[config.mk]
export PLATFORM = sky130hd
export DESIGN_NAME = trapezoid_velocity_profile
export DESIGN_NICKNAME = d
export VERILOG_FILES = /design/src/hdl/tvp_pkg.sv /design/src/hdl/trapezoid_velocity_profile.sv
export SDC_FILE = /design/constraint.sdc
export NUM_CORES = 1
export LEC_CHECK = 0
export BUFFER_PORTS_ARGS = -buffer_cell sky130_fd_sc_hd__buf_4
export CAP_MARGIN = 10
export CORE_UTILIZATION = 45
export DETAILED_ROUTE_END_ITERATION = 8
export GPL_TIMING_DRIVEN = 0
export PLACE_DENSITY = 0.72
export SETUP_SLACK_MARGIN = 0.02
export SLEW_MARGIN = 0
export SYNTH_ARGS = -nofsm -noshare
export SYNTH_HDL_FRONTEND = slang
export SYNTH_SLANG_ARGS = --single-unit
[constraint.sdc]
create_clock -name clk -period 7.7 [get_ports clk]
set_clock_uncertainty 0.05 [all_clocks]
set_input_delay 0.77 -clock clk [delete_from_list [all_inputs] [get_ports clk]]
set_output_delay 0.77 -clock clk [all_outputs]
set_load 0.05 [all_outputs]
[src/hdl/tvp_pkg.sv]
// Types and constants shared by the trapezoid velocity profile block.
package tvp_pkg;

  localparam int unsigned VEL_W    = 24;
  localparam int unsigned POS_W    = 32;
  localparam int unsigned PERIOD_W = 16;
  localparam int unsigned CFG_W    = 24;
  localparam int unsigned CFG_IDX_W = 2;

  // Serial multiplier: multiplier word shifted out one digit per cycle
  localparam int unsigned DIGIT_W   = 4;
  localparam int unsigned MUL_B_W   = 24;
  localparam int unsigned MUL_A_W   = 32;
  localparam int unsigned MUL_STEPS = MUL_B_W / DIGIT_W;
  localparam int unsigned FRAC_W    = 16;

  localparam logic [1:0] PH_RUN   = 2'd0;
  localparam logic [1:0] PH_BRAKE = 2'd1;
  localparam logic [1:0] PH_DONE  = 2'd2;

  localparam logic OP_START = 1'b0;
  localparam logic OP_TICK  = 1'b1;

  localparam logic [CFG_IDX_W-1:0] REG_MAX_VELOCITY  = 2'd0;
  localparam logic [CFG_IDX_W-1:0] REG_VELOCITY_STEP = 2'd1;
  localparam logic [CFG_IDX_W-1:0] REG_SAMPLE_PERIOD = 2'd2;
  localparam logic [CFG_IDX_W-1:0] REG_INV_TWICE_ACC = 2'd3;

  typedef struct packed {
    logic               operation;
    logic signed [31:0] distance;
  } in_beat_t;

  typedef struct packed {
    logic [VEL_W-1:0] velocity;
    logic [POS_W-1:0] position;
    logic [1:0]       phase;
    logic             last;
  } out_beat_t;

endpackage

[src/hdl/trapezoid_velocity_profile.sv]
// Trapezoidal velocity profile generator: one sample per tick beat of a running move.
//
// Input channel (in_valid / in_stall / in_data): a start beat loads the
// magnitude of the move distance and clears velocity, position and braking
// distance; it yields no result. A tick beat advances one sample and yields
// one result beat on the output channel (out_valid / out_stall / out_data),
// unless the move has finished or never started. One item is in work at a
// time. A decelerating tick runs one serial multiply for the position step
// (one 4-bit digit per cycle), then a decision step that picks the next phase
// and fills the output register; the next beat is taken once the block is idle.
// An accelerating or cruising tick adds two more serial multiplies for the
// braking distance (v squared, then times the inverse of twice the acceleration)
// before the decision step. All three multiplies share one digit-serial
// multiplier. The result sits in an output register; a new beat is accepted
// while it waits. If the receiver still stalls when the next result is ready,
// hold it in the decision step, with the input stalled, until the register
// frees. Configuration (cfg_write_enable / cfg_index / cfg_data) is to be
// written only while the block is idle; the block itself does not enforce it.
// Synchronous reset sets the configuration and profile registers to their
// defaults and leaves the profile finished, so ticks produce nothing until a start.
module trapezoid_velocity_profile (
  input  logic                                clk,
  input  logic                                rst,
  input  logic                                in_valid,
  output logic                                in_stall,
  input  tvp_pkg::in_beat_t                   in_data,
  output logic                                out_valid,
  input  logic                                out_stall,
  output tvp_pkg::out_beat_t                  out_data,
  input  logic                                cfg_write_enable,
  input  logic [tvp_pkg::CFG_IDX_W-1:0]       cfg_index,
  input  logic [tvp_pkg::CFG_W-1:0]           cfg_data
);

  import tvp_pkg::*;

  localparam int unsigned CNT_W  = $clog2(MUL_STEPS);
  localparam int unsigned PP_W   = MUL_A_W + DIGIT_W;
  localparam int unsigned PROD_W = MUL_A_W + MUL_B_W;
  localparam int unsigned SHR_W  = PROD_W - FRAC_W;
  localparam logic [CNT_W-1:0] CNT_LAST = CNT_W'(MUL_STEPS - 1);

  typedef enum logic [2:0] {
    S_IDLE,
    S_POS_MUL,
    S_SQ_MUL,
    S_BRK_MUL,
    S_FINISH
  } state_t;

  state_t state;

  // Configuration
  logic [VEL_W-1:0]    max_velocity;
  logic [VEL_W-1:0]    velocity_step;
  logic [PERIOD_W-1:0] sample_period;
  logic [VEL_W-1:0]    inverse_twice_accel;

  // Profile state
  logic [VEL_W-1:0] velocity;
  logic [POS_W-1:0] travelled;
  logic [POS_W-1:0] braking;
  logic [POS_W-1:0] target;
  logic [1:0]       phase;
  logic [1:0]       sample_phase;

  // Serial multiplier
  logic [MUL_A_W-1:0] mul_a;
  logic [MUL_B_W-1:0] mul_b;
  logic [MUL_A_W-1:0] acc;
  logic [CNT_W-1:0]   mcount;

  logic [PP_W-1:0]   pp;
  logic [PP_W-1:0]   sum;
  logic [PROD_W-1:0] prod_next;
  logic [SHR_W-1:0]  prod_shr;

  logic               in_take;
  logic [VEL_W:0]     vel_inc;
  logic [VEL_W-1:0]   vel_next;
  logic [POS_W-1:0]   dist_mag;
  logic [POS_W:0]     pos_sum;
  logic [POS_W-1:0]   travelled_next;
  logic [POS_W-1:0]   braking_next;
  logic [POS_W:0]     reach;
  logic               keep_run;
  logic               keep_brake;
  logic               out_free;

  assign in_stall = (state != S_IDLE);
  assign in_take  = in_valid && !in_stall;
  assign out_free = !(out_valid && out_stall);

  always_comb begin
    pp        = PP_W'(mul_a) * PP_W'(mul_b[DIGIT_W-1:0]);
    sum       = PP_W'(acc) + pp;
    // Low digits of the product fill the multiplier word as it empties
    prod_next = {sum, mul_b[MUL_B_W-1:DIGIT_W]};
    prod_shr  = prod_next[PROD_W-1:FRAC_W];
  end

  always_comb begin
    vel_inc = {1'b0, velocity} + {1'b0, velocity_step};
    if (phase == PH_RUN) begin
      if (velocity < max_velocity) begin
        vel_next = vel_inc[VEL_W] ? {VEL_W{1'b1}} : vel_inc[VEL_W-1:0];
      end else begin
        vel_next = max_velocity;
      end
    end else begin
      vel_next = (velocity > velocity_step) ? velocity - velocity_step : '0;
    end
  end

  always_comb begin
    dist_mag       = in_data.distance[31] ? POS_W'(0) - POS_W'(in_data.distance)
                                          : POS_W'(in_data.distance);
    pos_sum        = {1'b0, travelled} + (POS_W + 1)'(prod_shr[VEL_W-1:0]);
    travelled_next = pos_sum[POS_W] ? {POS_W{1'b1}} : pos_sum[POS_W-1:0];
    braking_next   = (prod_shr[SHR_W-1:POS_W] != '0) ? {POS_W{1'b1}}
                                                     : prod_shr[POS_W-1:0];
    reach          = {1'b0, travelled} + {1'b0, braking};
    keep_run       = (sample_phase == PH_RUN) && (reach <= {1'b0, target});
    keep_brake     = (travelled <= target) && (velocity != '0);
  end

  always_ff @(posedge clk) begin
    if (rst) begin
      state               <= S_IDLE;
      out_valid           <= 1'b0;
      max_velocity        <= '0;
      velocity_step       <= '0;
      sample_period       <= PERIOD_W'(1);
      inverse_twice_accel <= '0;
      velocity            <= '0;
      travelled           <= '0;
      braking             <= '0;
      target              <= '0;
      phase               <= PH_DONE;
      sample_phase        <= PH_DONE;
      mcount              <= '0;
    end else begin
      if (cfg_write_enable) begin
        case (cfg_index)
          REG_MAX_VELOCITY:  max_velocity        <= cfg_data;
          REG_VELOCITY_STEP: velocity_step       <= cfg_data;
          REG_SAMPLE_PERIOD: sample_period       <= cfg_data[PERIOD_W-1:0];
          REG_INV_TWICE_ACC: inverse_twice_accel <= cfg_data;
          default: ;
        endcase
      end

      // The decision step refills the register itself
      if (out_valid && !out_stall && state != S_FINISH) begin
        out_valid <= 1'b0;
      end

      case (state)
        S_IDLE: begin
          if (in_take) begin
            if (in_data.operation == OP_START) begin
              target    <= dist_mag;
              velocity  <= '0;
              travelled <= '0;
              braking   <= '0;
              phase     <= PH_RUN;
            end else if (phase == PH_RUN || phase == PH_BRAKE) begin
              velocity     <= vel_next;
              sample_phase <= phase;
              mul_a        <= MUL_A_W'(vel_next);
              mul_b        <= MUL_B_W'(sample_period);
              acc          <= '0;
              mcount       <= '0;
              state        <= S_POS_MUL;
            end
          end
        end

        S_POS_MUL, S_SQ_MUL, S_BRK_MUL: begin
          if (mcount != CNT_LAST) begin
            acc    <= sum[PP_W-1:DIGIT_W];
            mul_b  <= {sum[DIGIT_W-1:0], mul_b[MUL_B_W-1:DIGIT_W]};
            mcount <= mcount + CNT_W'(1);
          end else begin
            acc    <= '0;
            mcount <= '0;
            case (state)
              S_POS_MUL: begin
                travelled <= travelled_next;
                if (sample_phase == PH_RUN) begin
                  mul_a <= MUL_A_W'(velocity);
                  mul_b <= MUL_B_W'(velocity);
                  state <= S_SQ_MUL;
                end else begin
                  state <= S_FINISH;
                end
              end
              S_SQ_MUL: begin
                mul_a <= prod_shr[MUL_A_W-1:0];
                mul_b <= MUL_B_W'(inverse_twice_accel);
                state <= S_BRK_MUL;
              end
              default: begin
                braking <= braking_next;
                state   <= S_FINISH;
              end
            endcase
          end
        end

        S_FINISH: begin
          // Hold the decision until the output register frees
          if (out_free) begin
            out_valid         <= 1'b1;
            out_data.velocity <= velocity;
            out_data.position <= travelled;
            out_data.phase    <= sample_phase;
            if (keep_run) begin
              phase         <= PH_RUN;
              out_data.last <= 1'b0;
            end else if (keep_brake) begin
              phase         <= PH_BRAKE;
              out_data.last <= 1'b0;
            end else begin
              phase         <= PH_DONE;
              out_data.last <= 1'b1;
            end
            state <= S_IDLE;
          end
        end

        default: state <= S_IDLE;
      endcase
    end
  end

endmodule

==> qor.yml, run 1 <==
setup_path:
  crit_arrival_ns: 7.83
  cpMaxStageDelayCell: "fa_1"
  crit_path_max_incr_delay_ns: 0.54
  cp-end-kind: "flop"
  crit_top_cell: "a21o_1"
  critPathRequiredTime_ns: 8.10
  critPathKind: "reg2reg"
  critPathLaunchType: "flop"
  path_buf_inv: 6
  crit_family: "adder cells"
  crit_fanout: 11
clocking:
  insertion_delay_ns: 0.61
  cts_num_sinks: 366
  htreeDepth: 2
  cts_hold_buf: 0
  cts_root_buffer: "clkbuf_16"
  clk_pin_slew_ns: 0.06
  clock_path_buffers: 3
  post_cts_buffers: 0
  cts_tree: "yes"
  numCtsBuffers: 43
  cts.repair.resized: 9
final_layout:
  drive_gt1_share_pct: 7.93
  layout.nets: 3725
  synthToLayoutAreaGrowth_pct: 13.6
  register_area_mm2: 0.00880
  fillers: 5568
  multi_input_area_mm2: 0.0168
synthesis:
  ys_types: 82
  synth_edf_count: 147
  synth-seq-cells: 366
  ys_async_sr_fraction_pct: 0
  yosysWarnings: 0
  yosys-top-cells-area: "edfxtp_1 (16%), dfxtp_1 (16%), ha_1 (11%)"
  synth_most_common_cell: "nand2_1"
  synth.avg_cell_area_um2: 8.52
  synthFlopType: "dfxtp_1"
  synth_common_cells: "nand2_1 (404), a21oi_1 (338), ha_1 (236), nor2_1 (234), dfxtp_1 (219)"
  seq_area_frac_synth_pct: 32.8
  synth_area_mm2: 0.0269
  synth_top_area_share_pct: 16.4
  synth_nets: 3548
  syn-instance-count: 3153
  yosys.area.top_type: "edfxtp_1"
timing:
  worst_pin_slew_ns: 1.17
  slew_headroom_pct: 21.8
  slew_viol_final: 0
  fmax_ghz: 0.135
  hold_viol_final: 0
  hold_ws_ns: 0.389
  min_period_ns: 7.43
  rsz0062_at_grt: "no"
  setup_viol: 0
  fin_crit_sh_pct: 96.5
placement:
  dp_hpwl_mm: 66.6
  gp_congestion: 1.01
  io_buffer_count: 123
power:
  irDropWorstVdd_v: 0.000187
  p_leak_nw: 12.6
  p_per_area_mw_per_mm2: 207
  power_mw: 6.31
hold_path:
  hp-class: "in2reg"
grt:
  grt_antenna_before_repair: 1
  overflow: 0
  grt_pass1_vias: 22700
  grt_first_pass_wirelength_mm: 130
  grtUsageTotal_pct: 27.7
  grt_max_degree: 33
outcome:
  outcome: "complete, no violations"
floorplan:
  rows: 89
  die_w_um: 246
  dieArea_mm2: 0.0607
  start_util_pct: 45.5
  coreArea_mm2: 0.0590
  design.portCount: 125
  dieHeight_um: 246
drt:
  viasPerCell: 5.92
  wirelength_mm: 85.4
  drc: 0
  vias: 24500
  drt_iter0_drc: 2496
  drt-wirelength-per-cell_um: 20.6
  firstDrtPassIters: 9
  ant_nets: 0
run:
  drv_cap: 0
[path summary, 6_finish.rpt]
| kind | start | end | slack [ns] | cells after the start |
|---|---|---|---|---|
| worst max-delay path | mul_b[2]$_DFFE_PP_ | travelled[13]$_SDFFE_PP0P_ | 0.27 | 25 |
| worst min-delay path | cfg_data[1] | velocity_step[1]$_SDFFE_PP0P_ | 0.39 | 3 |
| worst max register to register | mul_b[2]$_DFFE_PP_ | travelled[13]$_SDFFE_PP0P_ | 0.27 | 25 |
| worst min register to register | sample_period[5]$_SDFFE_PP0P_ | sample_period[5]$_SDFFE_PP0P_ | 0.41 | 2 |
[placed cells by master (no fill, tap or decap), types with 29 or more instances in the layout]
cell,Yosys,layout
nand2_1,404,404
a21oi_1,338,337
ha_1,236,236
nor2_1,234,232
dfxtp_1,219,219
inv_1,199,199
o21ai_0,184,184
clkbuf_1,150,151
edfxtp_1,147,147
buf_4,0,125
and2_1,123,123
a211oi_1,97,96
fa_1,95,95
a21o_1,69,69
xor2_1,59,56
o21a_1,54,54
xnor2_1,59,54
clkbuf_16,0,43
nand4_1,41,41
nand3_1,37,37
nor3_1,32,31
nor2b_1,29,29
[per-stage QoR]
stage	setup WS (ns)	std cells	utilization, %	setup TNS [ns]	instance area, um2
final	0.273	4139	51.7	0	30500
after global routing	0.0312	4138	51.7	0	30500
after CTS	0.0409	4136	51.5	0	30400
after detailed placement	-0.174	4056	48.9	-2.43	28900
after global placement	-0.224	4049	48.7	-3.34	28700
after floorplan	1.65	3153	-	0	26900
[routing by layer]
layer  up-vias  GRT usage [%]  routed length (um)
li1      11500              -                   -
met4         0           11.1                3580
met2      1106           41.1               36500
met5         -              0                   0
met1     11700           39.2               37400
met3       192           5.40                7940
[flip-flops by register name, summed over array words and instances, names as in the netlist, 16 cells and up]
register and flops:
acc 32, braking 32, inverse_twice_accel 24, max_velocity 24
mul_a 32, mul_b 24, out_data 59, sample_period 16
target 32, travelled 32, velocity 24, velocity_step 24
[final cells by class]
class                   instances  area share (%)
clock inverters                24            1.08
plain buffers                 161            2.08
diodes                          1         0.00821
well taps                     773            3.17
multi-input cells            2427            55.2
inverters                     199            2.45
clock buffers                  56            3.79
repair buffers                132            3.41
flip-flops and latches        366            28.8
[power by group]
part,switching (mW),total [mW],internal [mW]
combinational,1.32,2.00,0.681
sequential,0.0521,2.13,2.08
clock,0.908,2.19,1.28
[tightest hold or removal path, cell delays in order]
cell and delay, ns:
buf_4 0.13, nand2_1 0.05, a21oi_1 0.05
[kinds of logic after synthesis]
| kind of cell | count (synthesis) | share of synthesized area [%] |
|---|---|---|
| and+or+nand+nor | 1026 | 18.0 |
| AOI/OAI and AO/OA | 945 | 21.9 |
| DFF | 366 | 32.8 |
| buffers and inverters | 360 | 5.11 |
| adders and majority gates | 331 | 18.1 |
| xor gates and xnor gates | 118 | 3.85 |
| muxes | 7 | 0.266 |
Power figures use the tool's default switching activity.
==> run 2, diff against run 1 <==
- CAP_MARGIN: 10 -> 30
- CTS_BUF_LIST: not set -> sky130_fd_sc_hd__clkbuf_4 sky130_fd_sc_hd__clkbuf_8
- CTS_CLUSTER_SIZE: not set -> 20
==> qor.yml, run 2 (synthesis gave the netlist of run 1 again) <==
outcome:
  outcome: "complete, no violations"
clocking:
  clock_path_buffers: 3  # unchanged
  post_cts_buffers: 0  # unchanged
  cts_root_buffer: "clkbuf_8"
  htreeDepth: 3  # +1
  numCtsBuffers: 66  # +53%
  insertion_delay_ns: 0.67  # +0.06 ns
  clk_pin_slew_ns: 0.07  # about the same
  cts_hold_buf: 0  # unchanged
  cts_tree: "yes"
  cts_num_sinks: 366  # unchanged
grt:
  grt_antenna_before_repair: 3  # +2
  overflow: 0  # unchanged
  grtUsageTotal_pct: 27.9  # +0.22 points
  grt_first_pass_wirelength_mm: 131  # +0.75%
  grt_pass1_vias: 22900  # +0.86%
  grt_max_degree: 33  # unchanged
timing:
  worst_pin_slew_ns: 1.05  # -0.126 ns
  hold_ws_ns: 0.319  # -0.0696 ns
  slew_viol_final: 0  # unchanged
  fin_crit_sh_pct: 96.9  # +0.45 points
  setup_viol: 0  # unchanged
  min_period_ns: 7.46  # +0.0347 ns
  slew_headroom_pct: 30.2  # +8.4 points
  fmax_ghz: 0.134  # -0.46%
  rsz0062_at_grt: "no"
  hold_viol_final: 0  # unchanged
placement:
  dpl.cell_count: 4059  # +0.074%
  io_buffer_count: 123  # unchanged
  gp_congestion: 1.01  # unchanged
  dp_hpwl_mm: 66.7  # +0.11%
floorplan:
  dieArea_mm2: 0.0607  # unchanged
  rows: 89  # unchanged
  die_w_um: 246  # unchanged
  dieHeight_um: 246  # unchanged
  coreArea_mm2: 0.0590  # unchanged
  start_util_pct: 45.5  # unchanged
  design.portCount: 125  # unchanged
drt:
  ant_nets: 0  # unchanged
  firstDrtPassIters: 6  # -3
  drt-wirelength-per-cell_um: 20.5  # -0.82%
  drc: 0  # unchanged
  drt_iter0_drc: 2560  # +2.6%
  wirelength_mm: 85.6  # +0.21%
  vias: 24600  # +0.33%
  viasPerCell: 5.88  # -0.70%
hold_path:
  hp-class: "in2reg"
power:
  p_leak_nw: 12.6  # +0.13%
  power_mw: 6.14  # -2.7%
  irDropWorstVdd_v: 0.000138  # -26%
  p_per_area_mw_per_mm2: 202  # -2.5%
final_layout:
  top_register: "out_data"
  layout.nets: 3749  # +0.64%
  layout_commonest_cell: "nand2_1"
  largest_reg_flops: 59  # unchanged
  final_cell_mix: "nand2_1 (404), a21oi_1 (337), ha_1 (236)"
  fillers: 5575  # +0.13%
  post_layout_nonfiller_instances: 4182  # +1.0%
  drive_gt1_share_pct: 9.15  # +1.2 points
  synthToLayoutAreaGrowth_pct: 13.3
setup_path:
  crit_top_cell: "a21o_1"
  crit_arrival_ns: 7.93  # +0.10 ns
  critPathLaunchType: "flop"
  critPathKind: "reg2reg"
  crit_path_max_incr_delay_ns: 0.54  # about the same
  crit_family: "adder cells"
  critPathRequiredTime_ns: 8.16  # +0.06 ns
  path_buf_inv: 6  # unchanged
  cp-end-kind: "flop"
  cpMaxStageDelayCell: "fa_1"
  crit_fanout: 10  # -1
run:
  drv_cap: 0  # unchanged
## run 2: changes by cell type in the layout (fill, tap and decap cells not counted), moves of 3 or more
| cell | delta |
|---|---|
| clkinv_1 | +4 |
| clkbuf_4 | +29 |
| clkbuf_1 | -10 |
| clkbuf_8 | +67 |
| clkbuf_16 | -43 |
| clkinvlp_4 | +3 |
## run 2: area by class of cell
| class | count | area [um2] | area share [%] |
|---|---|---|---|
| clock inverters | 23 | 233 | 0.765 |
| repair buffers | 133 | 1060 | 3.48 |
| diodes | 1 | 2.50 | 0.00823 |
| clock buffers | 99 | 1180 | 3.88 |
| plain buffers | 161 | 636 | 2.09 |
| well taps | 773 | 967 | 3.18 |
| flip-flops and latches | 366 | 8800 | 28.9 |
| multi-input cells | 2427 | 16800 | 55.2 |
| inverters | 199 | 747 | 2.46 |
## run 2: layer usage
| layer | global-route usage, % | vias up | routed length, um |
|---|---|---|---|
| met4 | 12.8 | 0 | 3800 |
| met3 | 4.93 | 213 | 7790 |
| met5 | 0 | - | 0 |
| met2 | 41.0 | 1150 | 36300 |
| li1 | - | 11600 | - |
| met1 | 39.6 | 11600 | 37700 |
## run 2: stage by stage
step	util [%]	setup slack (ns)	area, um2	setup TNS, ns
finish	51.5	0.239	30400	0
global route	51.5	0.0288	30400	0
CTS	51.4	0.142	30400	0
detailed placement	49.0	-0.201	28900	-2.36
global placement	48.7	-0.224	28700	-3.34
floorplan	-	1.65	26900	0
## run 2: worst register-to-register path, cell delays in order, from the launching register on
cell and delay (ns):
edfxtp_1 0.51, clkbuf_2 0.29, and2_1 0.24, fa_1 0.49, fa_1 0.54, inv_1 0.05, fa_1 0.50, inv_1 0.04
ha_1 0.25, or4_1 0.53, o21a_1 0.31, xnor2_4 0.30, inv_1 0.08, ha_1 0.37, a21o_1 0.20, a21o_1 0.17
a21o_1 0.22, a41oi_1 0.40, nor2_1 0.20, a211o_1 0.31, a21o_1 0.22, and3_1 0.15, clkbuf_1 0.28, clkbuf_2 0.32
nor2_1 0.20, o21ai_0 0.09
## run 2: timing repair
action                                  CTS  global route
gates cloned                              0             0
gates resized for setup                  10            16
hold endpoints to repair                  0             0
endpoints found under the setup margin   20            23
## run 2: where the power goes
group / switching, mW / internal, mW / leakage, nW
Combinational: 1.31 / 0.677 / 8.71
Clock: 0.892 / 1.12 / 0.744
Sequential: 0.0527 / 2.08 / 3.17
## run 2: path summary, 6_finish.rpt
path	start	end	slack, ns	depth (start not counted)
worst max-delay path	mul_b[2]$_DFFE_PP_	travelled[13]$_SDFFE_PP0P_	0.24	25
worst min-delay path	cfg_data[2]	max_velocity[2]$_SDFFE_PP0P_	0.32	3
worst max register to register	mul_b[2]$_DFFE_PP_	travelled[13]$_SDFFE_PP0P_	0.24	25
worst min register to register	sample_period[6]$_SDFFE_PP0P_	sample_period[6]$_SDFFE_PP0P_	0.41	2
